--- config.mk ---
export PLATFORM = sky130hd
export DESIGN_NAME = keyed_slot_mailbox
export DESIGN_NICKNAME = d
export VERILOG_FILES = /design/src/rtl/core/kmbx_pkg.sv /design/src/rtl/core/keyed_slot_mailbox.sv /design/src/rtl/core/kmbx_slots.sv /design/src/rtl/core/kmbx_seq.sv
export SDC_FILE = /design/constraint.sdc
export NUM_CORES = 1
export LEC_CHECK = 0
export BUFFER_PORTS_ARGS = -buffer_cell sky130_fd_sc_hd__buf_2
export CAP_MARGIN = 20
export CORE_UTILIZATION = 45
export DETAILED_ROUTE_END_ITERATION = 8
export PLACE_DENSITY = 0.72
export SLEW_MARGIN = 20
export SYNTH_ARGS = -nofsm -noshare
export SYNTH_HDL_FRONTEND = slang
export SYNTH_SLANG_ARGS = --single-unit
--- constraint.sdc ---
create_clock -name i_clk -period 8 [get_ports i_clk]
set_input_delay 2.4 -clock i_clk [delete_from_list [all_inputs] [get_ports i_clk]]
set_output_delay 2.4 -clock i_clk [all_outputs]
set_load 0.005 [all_outputs]
--- src/rtl/core/kmbx_pkg.sv ---
`timescale 1ns / 1ps
// Package for the keyed slot mailbox: sizes, status codes and beat types.
// Depends on nothing; every other file of the block imports it.
package kmbx_pkg;

    // Storage geometry.
    localparam int SLOTS        = 16;
    localparam int KEY_BITS     = 8;
    localparam int PAYLOAD_BITS = 64;
    localparam int SLOT_IDX_W   = $clog2(SLOTS);

    // Field widths of the command and result beats.
    localparam int CMD_W       = 1;
    localparam int KEY_FIELD_W = 8;
    localparam int DATA_W      = 64;
    localparam int STATUS_W    = 2;

    // Command codes.
    localparam logic [CMD_W-1:0] CMD_STORE    = 1'b0;
    localparam logic [CMD_W-1:0] CMD_RETRIEVE = 1'b1;

    // Result status codes.
    localparam logic [STATUS_W-1:0] ST_STORED  = 2'd0;
    localparam logic [STATUS_W-1:0] ST_FULL    = 2'd1;
    localparam logic [STATUS_W-1:0] ST_FOUND   = 2'd2;
    localparam logic [STATUS_W-1:0] ST_MISSING = 2'd3;

    typedef logic [SLOT_IDX_W-1:0]   t_slot_idx;
    typedef logic [KEY_BITS-1:0]     t_slot_key;
    typedef logic [PAYLOAD_BITS-1:0] t_slot_data;

    // Command beat.
    typedef struct packed {
        logic [CMD_W-1:0]       command;
        logic [KEY_FIELD_W-1:0] key;
        logic [DATA_W-1:0]      entry_data;
    } t_in_item;

    // Result beat.
    typedef struct packed {
        logic [STATUS_W-1:0]    status;
        logic [KEY_FIELD_W-1:0] found_key;
        logic [DATA_W-1:0]      found_data;
    } t_out_item;

    // Sequencer requests to the slot store.
    typedef struct packed {
        t_slot_idx  idx;
        logic       wr_en;
        logic       clr_en;
        logic       rd_en;
        t_slot_key  wr_key;
        t_slot_data wr_data;
    } t_slot_req;

    // Slot store view of the slot under the scan index.
    typedef struct packed {
        logic       valid;
        t_slot_key  key;
        t_slot_data rd_data;
    } t_slot_rsp;

endpackage

--- src/rtl/core/keyed_slot_mailbox.sv ---
`timescale 1ns / 1ps
// Top level of the keyed slot mailbox.
// Depends on kmbx_pkg, kmbx_slots and kmbx_seq.
//
// A command beat (i_item) is taken at a clock edge where start is high and
// busy is low. A store command writes key and payload into the lowest free
// slot; a retrieve command frees the lowest valid slot holding the key and
// returns its key and payload. Each command yields one result beat on
// o_result, marked by o_done for exactly one cycle; the receiver cannot
// stall it.
// The sequencer checks one slot per cycle, using a single key compare for
// retrievals; a command examines between 1 and 16 slots, and a successful
// retrieval adds a payload memory read in the fetch state. The result
// appears in the cycle in which the block goes idle, and busy is already low
// in that cycle, so the next command may be taken alongside the strobe.
// Reset clears all valid flags and returns the sequencer to idle; slot keys
// and payloads are not cleared and are read only after being written.
module keyed_slot_mailbox (
    input  logic                i_clk,
    input  logic                i_rst_n,
    input  logic                start,
    input  kmbx_pkg::t_in_item  i_item,
    output logic                busy,
    output logic                o_done,
    output kmbx_pkg::t_out_item o_result
);
    import kmbx_pkg::*;

    t_slot_req slot_req;
    t_slot_rsp slot_rsp;

    // Scan sequencer with the shared key compare.
    kmbx_seq u_seq (
        .i_clk    (i_clk),
        .i_rst_n  (i_rst_n),
        .start    (start),
        .i_item   (i_item),
        .busy     (busy),
        .o_done   (o_done),
        .o_result (o_result),
        .o_req    (slot_req),
        .i_rsp    (slot_rsp)
    );

    // Slot storage.
    kmbx_slots u_slots (
        .i_clk   (i_clk),
        .i_rst_n (i_rst_n),
        .i_req   (slot_req),
        .o_rsp   (slot_rsp)
    );

endmodule

--- src/rtl/core/kmbx_slots.sv ---
`timescale 1ns / 1ps
// Slot store: valid flags, key registers and the payload memory.
// Depends on kmbx_pkg.
module kmbx_slots (
    input  logic               i_clk,
    input  logic               i_rst_n,
    input  kmbx_pkg::t_slot_req i_req,
    output kmbx_pkg::t_slot_rsp o_rsp
);
    import kmbx_pkg::*;

    logic [SLOTS-1:0] r_valid;
    t_slot_key        r_key [SLOTS];
    t_slot_data       r_mem [SLOTS];
    t_slot_data       r_rd_data;

    // Valid flags: set on store, cleared on retrieval, all clear at reset.
    always_ff @(posedge i_clk) begin
        if (!i_rst_n) begin
            r_valid <= '0;
        end else if (i_req.wr_en) begin
            r_valid[i_req.idx] <= 1'b1;
        end else if (i_req.clr_en) begin
            r_valid[i_req.idx] <= 1'b0;
        end
    end

    // Key registers, read at the scan index only.
    always_ff @(posedge i_clk) begin
        if (i_req.wr_en) begin
            r_key[i_req.idx] <= i_req.wr_key;
        end
    end

    // Payload memory with a registered read port.
    always_ff @(posedge i_clk) begin
        if (i_req.wr_en) begin
            r_mem[i_req.idx] <= i_req.wr_data;
        end
        if (i_req.rd_en) begin
            r_rd_data <= r_mem[i_req.idx];
        end
    end

    assign o_rsp.valid   = r_valid[i_req.idx];
    assign o_rsp.key     = r_key[i_req.idx];
    assign o_rsp.rd_data = r_rd_data;

endmodule

--- src/rtl/core/kmbx_seq.sv ---
`timescale 1ns / 1ps
// Sequencer: walks the slots one per cycle, with a single key compare for retrievals.
// Depends on kmbx_pkg; drives the slot store in kmbx_slots.
module kmbx_seq (
    input  logic                i_clk,
    input  logic                i_rst_n,
    input  logic                start,
    input  kmbx_pkg::t_in_item  i_item,
    output logic                busy,
    output logic                o_done,
    output kmbx_pkg::t_out_item o_result,
    output kmbx_pkg::t_slot_req o_req,
    input  kmbx_pkg::t_slot_rsp i_rsp
);
    import kmbx_pkg::*;

    localparam logic [1:0] S_IDLE  = 2'd0;
    localparam logic [1:0] S_SCAN  = 2'd1;
    localparam logic [1:0] S_FETCH = 2'd2;

    localparam t_slot_idx LAST_IDX = SLOT_IDX_W'(SLOTS - 1);

    logic [1:0]       r_state, n_state;
    t_slot_idx        r_idx, n_idx;
    logic [CMD_W-1:0] r_cmd;
    t_slot_key        r_key;
    t_slot_data       r_data;
    logic             r_done, n_done;
    t_out_item        r_result, n_result;

    logic accept;
    logic key_hit;

    assign accept  = start && !busy;
    assign busy    = (r_state != S_IDLE);
    // The one compare unit, reused for every slot of the scan.
    assign key_hit = i_rsp.valid && (i_rsp.key == r_key);

    // Latch the command beat when it is taken.
    always_ff @(posedge i_clk) begin
        if (accept) begin
            r_cmd  <= i_item.command;
            r_key  <= i_item.key[KEY_BITS-1:0];
            r_data <= i_item.entry_data[PAYLOAD_BITS-1:0];
        end
    end

    // Scan control and slot store requests.
    always_comb begin
        n_state  = r_state;
        n_idx    = r_idx;
        n_done   = 1'b0;
        n_result = r_result;

        o_req.idx     = r_idx;
        o_req.wr_en   = 1'b0;
        o_req.clr_en  = 1'b0;
        o_req.rd_en   = 1'b0;
        o_req.wr_key  = r_key;
        o_req.wr_data = r_data;

        case (r_state)
            S_IDLE: begin
                if (accept) begin
                    n_state = S_SCAN;
                    n_idx   = '0;
                end
            end
            S_SCAN: begin
                if (r_cmd == CMD_STORE) begin
                    if (!i_rsp.valid) begin
                        o_req.wr_en = 1'b1;
                        n_done      = 1'b1;
                        n_result    = '{status: ST_STORED, found_key: '0, found_data: '0};
                        n_state     = S_IDLE;
                    end else if (r_idx == LAST_IDX) begin
                        n_done   = 1'b1;
                        n_result = '{status: ST_FULL, found_key: '0, found_data: '0};
                        n_state  = S_IDLE;
                    end else begin
                        n_idx = r_idx + 1'b1;
                    end
                end else begin
                    if (key_hit) begin
                        o_req.clr_en = 1'b1;
                        o_req.rd_en  = 1'b1;
                        n_state      = S_FETCH;
                    end else if (r_idx == LAST_IDX) begin
                        n_done   = 1'b1;
                        n_result = '{status: ST_MISSING, found_key: '0, found_data: '0};
                        n_state  = S_IDLE;
                    end else begin
                        n_idx = r_idx + 1'b1;
                    end
                end
            end
            S_FETCH: begin
                // Payload read data from the registered read port arrives in the cycle after the hit.
                n_done   = 1'b1;
                n_result = '{status:     ST_FOUND,
                             found_key:  KEY_FIELD_W'(r_key),
                             found_data: DATA_W'(i_rsp.rd_data)};
                n_state  = S_IDLE;
            end
            default: begin
                n_state = S_IDLE;
            end
        endcase
    end

    // Control registers.
    always_ff @(posedge i_clk) begin
        if (!i_rst_n) begin
            r_state <= S_IDLE;
            r_idx   <= '0;
            r_done  <= 1'b0;
        end else begin
            r_state <= n_state;
            r_idx   <= n_idx;
            r_done  <= n_done;
        end
    end

    // Result register, valid under the strobe and held until the next result.
    always_ff @(posedge i_clk) begin
        r_result <= n_result;
    end

    assign o_done   = r_done;
    assign o_result = r_result;

endmodule
======== Word-level counts from Yosys, hierarchy flattened ========
Memory sizes are Yosys's and may differ from the RTL's. A register that Yosys moved wholly into a read port is not among the register bits.
Index checks and enable logic that the tools add are counted.
word-level totals
  register bits ........................... 170
  memories ................................ 2
  RAM bits ................................ 1152
  input port bits ......................... 76
  output and inout bits ................... 76
  word-level logic and storage cells ...... 76
memories
  memory         words  width  rd ports  clocked after memory_dff  write ports  line              source
  u_slots.r_mem  16     64     1         1                         1            kmbx_slots.sv:14  t_slot_data r_mem [SLOTS];
  u_slots.r_key  16     8      1         1                         1            kmbx_slots.sv:13  t_slot_key r_key [SLOTS];
operators by class
  eq/ne operators ......................... 9
  add/subtract/negate cells ............... 1
  reductions and logical operators ........ 11
  order comparisons ....................... 2
  muxes and demuxes ....................... 38
  bitwise logic cells ..................... 3
operator list
  kind                   number
  $mux W74               5
  $pmux W74 S2           1
  $mux W16               2
  $mux W4                7
  $and A16 B16 Y16       1
  $not A16 Y16           1
  $or A16 B16 Y16        1
  $mux W2                7
  $mux W1                10
  $ne A3 B3 Y1 const B   3
  $eq A8 B8 Y1           1
  $pmux W4 S2            1
  $reduce_and A4 Y1      2
  $reduce_bool A2 Y1     4
  $lt A4 B5 Y1 const B   1
  $add A4 B1 Y4 const B  1
  $bmux W1 S4            1
  $demux W1 S4           1
  $eq A4 B4 Y1 const B   1
  $ge A4 B1 Y1 const B   1
  $pmux W2 S2            1
  $logic_and A1 B1 Y1    3
  $mux W3                1
  $ne A3 B1 Y1 const B   1
  6 further kinds        6

======== Longest topological paths before layout ========
  depth after elaboration ................. 8
  gate-level depth with buffers ........... 11
  gate-level depth less buffers ........... 9

======== By module ========
A second synthesis with hierarchy kept.
unflattened totals
  cell total of the unflattened synthesis .. 2207
  area total of the unflattened synthesis .. 51179.1 sq um
by module, submodules not included
  module      cells each  times used  area each (sq um)  sequential area each (sq um)
  kmbx_slots  1910        1           45721.4            36835.3
  kmbx_seq    297         1           5457.7             4554.4

======== Worst setup path after synthesis ========
OpenSTA, ideal clock, no wires.
  path type ............................... register to register
  start ................................... register with a tool-made name
  end ..................................... register u_seq.r_result, in the netlist u_seq.o_result[0] (enable)
  cell stages (with the launch flop) ...... 12
  path buffers ............................ 3
  arrival time ............................ 7.727 ns
  path slack .............................. -0.346 ns
  library setup time ...................... 0.619 ns
  period minus slack after synthesis ...... 8.346 ns
  required time ........................... 7.381 ns
  path through ............................ dfxtp_1 -> clkbuf_1 -> clkbuf_1 -> mux4_2 -> mux2i_1 -> xnor2_1 -> nor3_1 -> o21ai_0 -> or3_1 -> buf_6 -> nand2_1 -> a21boi_0
RTL lines
  what                    line             source
  end signal: assignment  kmbx_seq.sv:126  r_result <= n_result;
  end: declaration        kmbx_seq.sv:29   t_out_item r_result, n_result;

======== Final worst setup path ========
  start ................................... register u_seq.r_idx[0]
  end ..................................... memory u_slots.r_mem[14][42] (netlist name) (enable)
between the ends
  cells in the longest elaborated chain, start to end .. 7
RTL lines
  what                           line              source
  start: declaration             kmbx_seq.sv:24    t_slot_idx r_idx, n_idx;
  start signal: assignment       kmbx_seq.sv:119   r_idx <= n_idx;
  $bmux W1 S4                    kmbx_slots.sv:45  assign o_rsp.valid = r_valid[i_req.idx];
  $mux W1 (implied by the code)  kmbx_slots.sv:45
  $mux W1                        kmbx_seq.sv:71    if (!i_rsp.valid) begin
  $mux W1                        kmbx_seq.sv:70    if (r_cmd == CMD_STORE) begin
  $mux W3                        kmbx_seq.sv:62    case (r_state)
  $mux W1                        kmbx_slots.sv:37  if (i_req.wr_en) begin
  $mux W1 (implied by the code)  kmbx_slots.sv:38  r_mem[i_req.idx] <= i_req.wr_data;
  end: declaration               kmbx_slots.sv:14
Parallel ways exist; a longest one is shown, timed or not. The select of a mux whose other input is x is not followed.

==> results.md <==
* Outcome: finished clean
* Number of synthesized flops with an enable pin at 1363
* CTS Buffer Depth at 3
* Lkg Pwr at 18.2 nW
* Vias at 22835
* Count leader, synth: edfxtp_1
* # IOs at 152
* Largest net degree at the start of global routing at 174
* CP arrival at 5520 ps
* # clock sinks at 1390
* DRT antenna net count at 0
* RSZ-0062 raised after global routing: false
* Die Y-Extent at 340 um
* Vias in the first global route at 24320
* Setup slack at placement at 2720 ps
* CP Cell Sequence: mux4_2 > mux4_2 > nor3_1 > nand2_1 > nor2_4 > buf_4
* Final non-filler cell total at 3934
* Cell area after layout at 58800 sq um
* Core area at 113000 sq um
* Syn_area_per_cell at 24.6 sq um
* Fillers at 8467
* Measured slew at the worst slew-check pin at 1160 ps
* First-pass GRT wire length at 161000 um
* Worst EP required at 8340 ps
* Die area at 116000 sq um
* Global-route track usage on met1 at 0.255
* Cts hold-fix bufs at 0
* Max transition margin at 0.224
* Mapped Cells at 2094
* Drt pass-1 iters at 5
* Sum of negative setup slack at 0 ps
* Max Fanout on Critical Path at 57
* Total gr overflow at 0
* Reg clk slew, reported paths at 60 ps
* Num rows at 123
* FFs w/ async S/R, synth at 0
* Worst Path Buf+Inv at 1
* Initial drt markers at 2389
* Top cells by count, synth: edfxtp_1 (1363), mux4_2 (352), and2_1 (74)
* Yosys warning total at 0
* Hold Fails Final Rpt at 0
* Top cell type's share of synthesized area at 0.794
* Post-cts resize count at 0
* Critical Path End Type: flop
* H-tree levels at 4
* CP peak stage delay at 930 ps
* IO buf count at 151
* GRT met3 Usage at 0.0350
* Layout cells sized above 1 at 0.319
* Global routing's busiest layer: met2
* PD cells at 258 nW/um^2
* Met2 Use GR at 0.321
* Primary FF master, synth: edfxtp_1
* Total track usage at 0.191
* Critical path startpoint category: flop
* Synthesis-stage register bit count at 1390
* Overall power at 15.2 mW
* Cell accounting for the most synthesized area: edfxtp_1
* Final Max Slew Viols at 0
* Final Critical Period at 5170 ps
* Initial antenna violation count at 5
* Starting Density at 0.456
* Post-Place Cells at 3682
* Final period utilization at 0.647
* Sequential cell area at 41500 sq um
* CTS tree: yes
* Root Driver: clkbuf_16
* Area of the multi-input gates at 9740 sq um
* Placed inst area at 54300 sq um
* VDD IR max at 0.179 mV
* Syn Nets at 2177
* Area Growth Syn to Fin at 14.1%
* Area contributors post-synth: edfxtp_1 (79%), mux4_2 (15%), dfxtp_1 (1.0%), and2_1 (0.90%), clkbuf_1 (0.44%)
* Register area share after synthesis at 0.804
* # Post-CTS Setup Buffers at 0
* Clock Skews at 24.3 ps
* DRT Wirelength at 109000 um
* Netlist cell types at 46
* WS Path Type: reg2reg
* Max Clock Freq at 193 MHz
* Final setup viols at 0
* Final setup margin at 2830 ps
* DRC at 0
* CP top delay family: simple AND/OR/NAND/NOR gates
* Die X at 340 um
* Wire per inst at 27.8 um
* Clk_lat worst skew at 740 ps
* Post-Syn Area at 51600 sq um
* Hold WC Path Type: reg2reg
* Fin nets at 2410
* Max Cap Violations at 0
* Slowest CP cell: buf_4
* Vias per std cell at 5.80
* Routability cong. at 0.822
* Top cell by count, worst path: mux4_2
* CTS Buf Count at 139
* Dpl hpwl at 56000 um
[layout by cell type (no fill, tap or decap), types with 5 or more instances in the layout]
master and instances:
a31oi_1 9, inv_6 5, o21a_1 7, clkinvlp_4 5, edfxtp_1 1363, ha_1 6, and3_1 5, bufinv_16 11
clkinv_2 22, nor2_4 15, xnor2_1 7, buf_16 5, nor2_1 9, mux2i_1 19, mux4_2 352, o221a_2 8
nand3_1 10, clkinv_1 31, dfxtp_1 23, nor3_1 5, nand2_1 12, buf_12 7, o21ai_0 8, and2_1 72
buf_4 26, clkbuf_1 26, buf_2 151, inv_1 16, clkbuf_16 140
[routing by layer]
metal  part of all wire  up-vias
met5           0.000073        -
met3              0.066      205
met2               0.51     1010
met1               0.40    12239
met4              0.024        2
li1                   -     9379
[layout make-up]
class / count / area share
diodes: 1 / 0.0000425
clock buffers: 166 / 0.0612
clock inverters: 81 / 0.0134
inverters: 18 / 0.00115
multi-input cells: 586 / 0.166
flip-flops and latches: 1390 / 0.705
well taps: 1500 / 0.0319
repair buffers: 192 / 0.0215
[logic make-up (layout without fill, tap and decap cells)]
logic type | count (synthesis) | after routing | share of synthesized area
AO/OA/AOI/OAI | 49 | 49 | 0.00723
XOR/XNOR | 8 | 8 | 0.00136
adder cells (fa/ha/maj) | 7 | 7 | 0.00170
buffers and inverters | 118 | 457 | 0.00927
flip-flops | 1390 | 1390 | 0.804
multiplexers | 378 | 378 | 0.160
other | 0 | 1 | 0
AND/OR/NAND/NOR | 144 | 144 | 0.0158
[where the power goes]
part	internal (mW)	leakage [nW]	switching [mW]	total, mW
sequential	8.12	12.6	0.143	8.26
combinational	0.326	3.42	0.292	0.618
clock	3.59	2.14	2.68	6.27
total	12.0	18.2	3.12	15.2
[registers in the layout, summed over array words and instances, names as in the netlist, named ones only]
name,cells
u_seq.o_result,74
u_seq.r_idx,4
u_slots.r_key,128
u_slots.r_rd_data,64
u_seq.r_cmd,1
u_slots.r_mem,1024
u_seq.r_data,64
u_seq.r_state,2
u_seq.r_key,8
u_seq.o_done,1
[worst paths after layout]
kind	to	from	slack, ps	cells after the start
min reg2reg	u_seq.o_result[12]$_SDFFCE_PN0P_	u_slots.r_rd_data[12]$_DFFE_PP_	520	1
max reg2reg	u_slots.r_mem[14][42]$_DFFE_PP_	u_seq.r_idx[0]$_SDFFE_PN0P_	2830	6
max	u_slots.r_mem[14][42]$_DFFE_PP_	u_seq.r_idx[0]$_SDFFE_PN0P_	2830	6
min	u_seq.o_result[12]$_SDFFCE_PN0P_	u_slots.r_rd_data[12]$_DFFE_PP_	520	1
[through the flow]
stage                     utilization  hold WS [ps]
final                           0.521           525
after global placement          0.480           512
after detailed placement        0.481           514
after global routing            0.521           545
after CTS                       0.520           527
after floorplan                     -           503
Power figures use the tool's default switching activity.
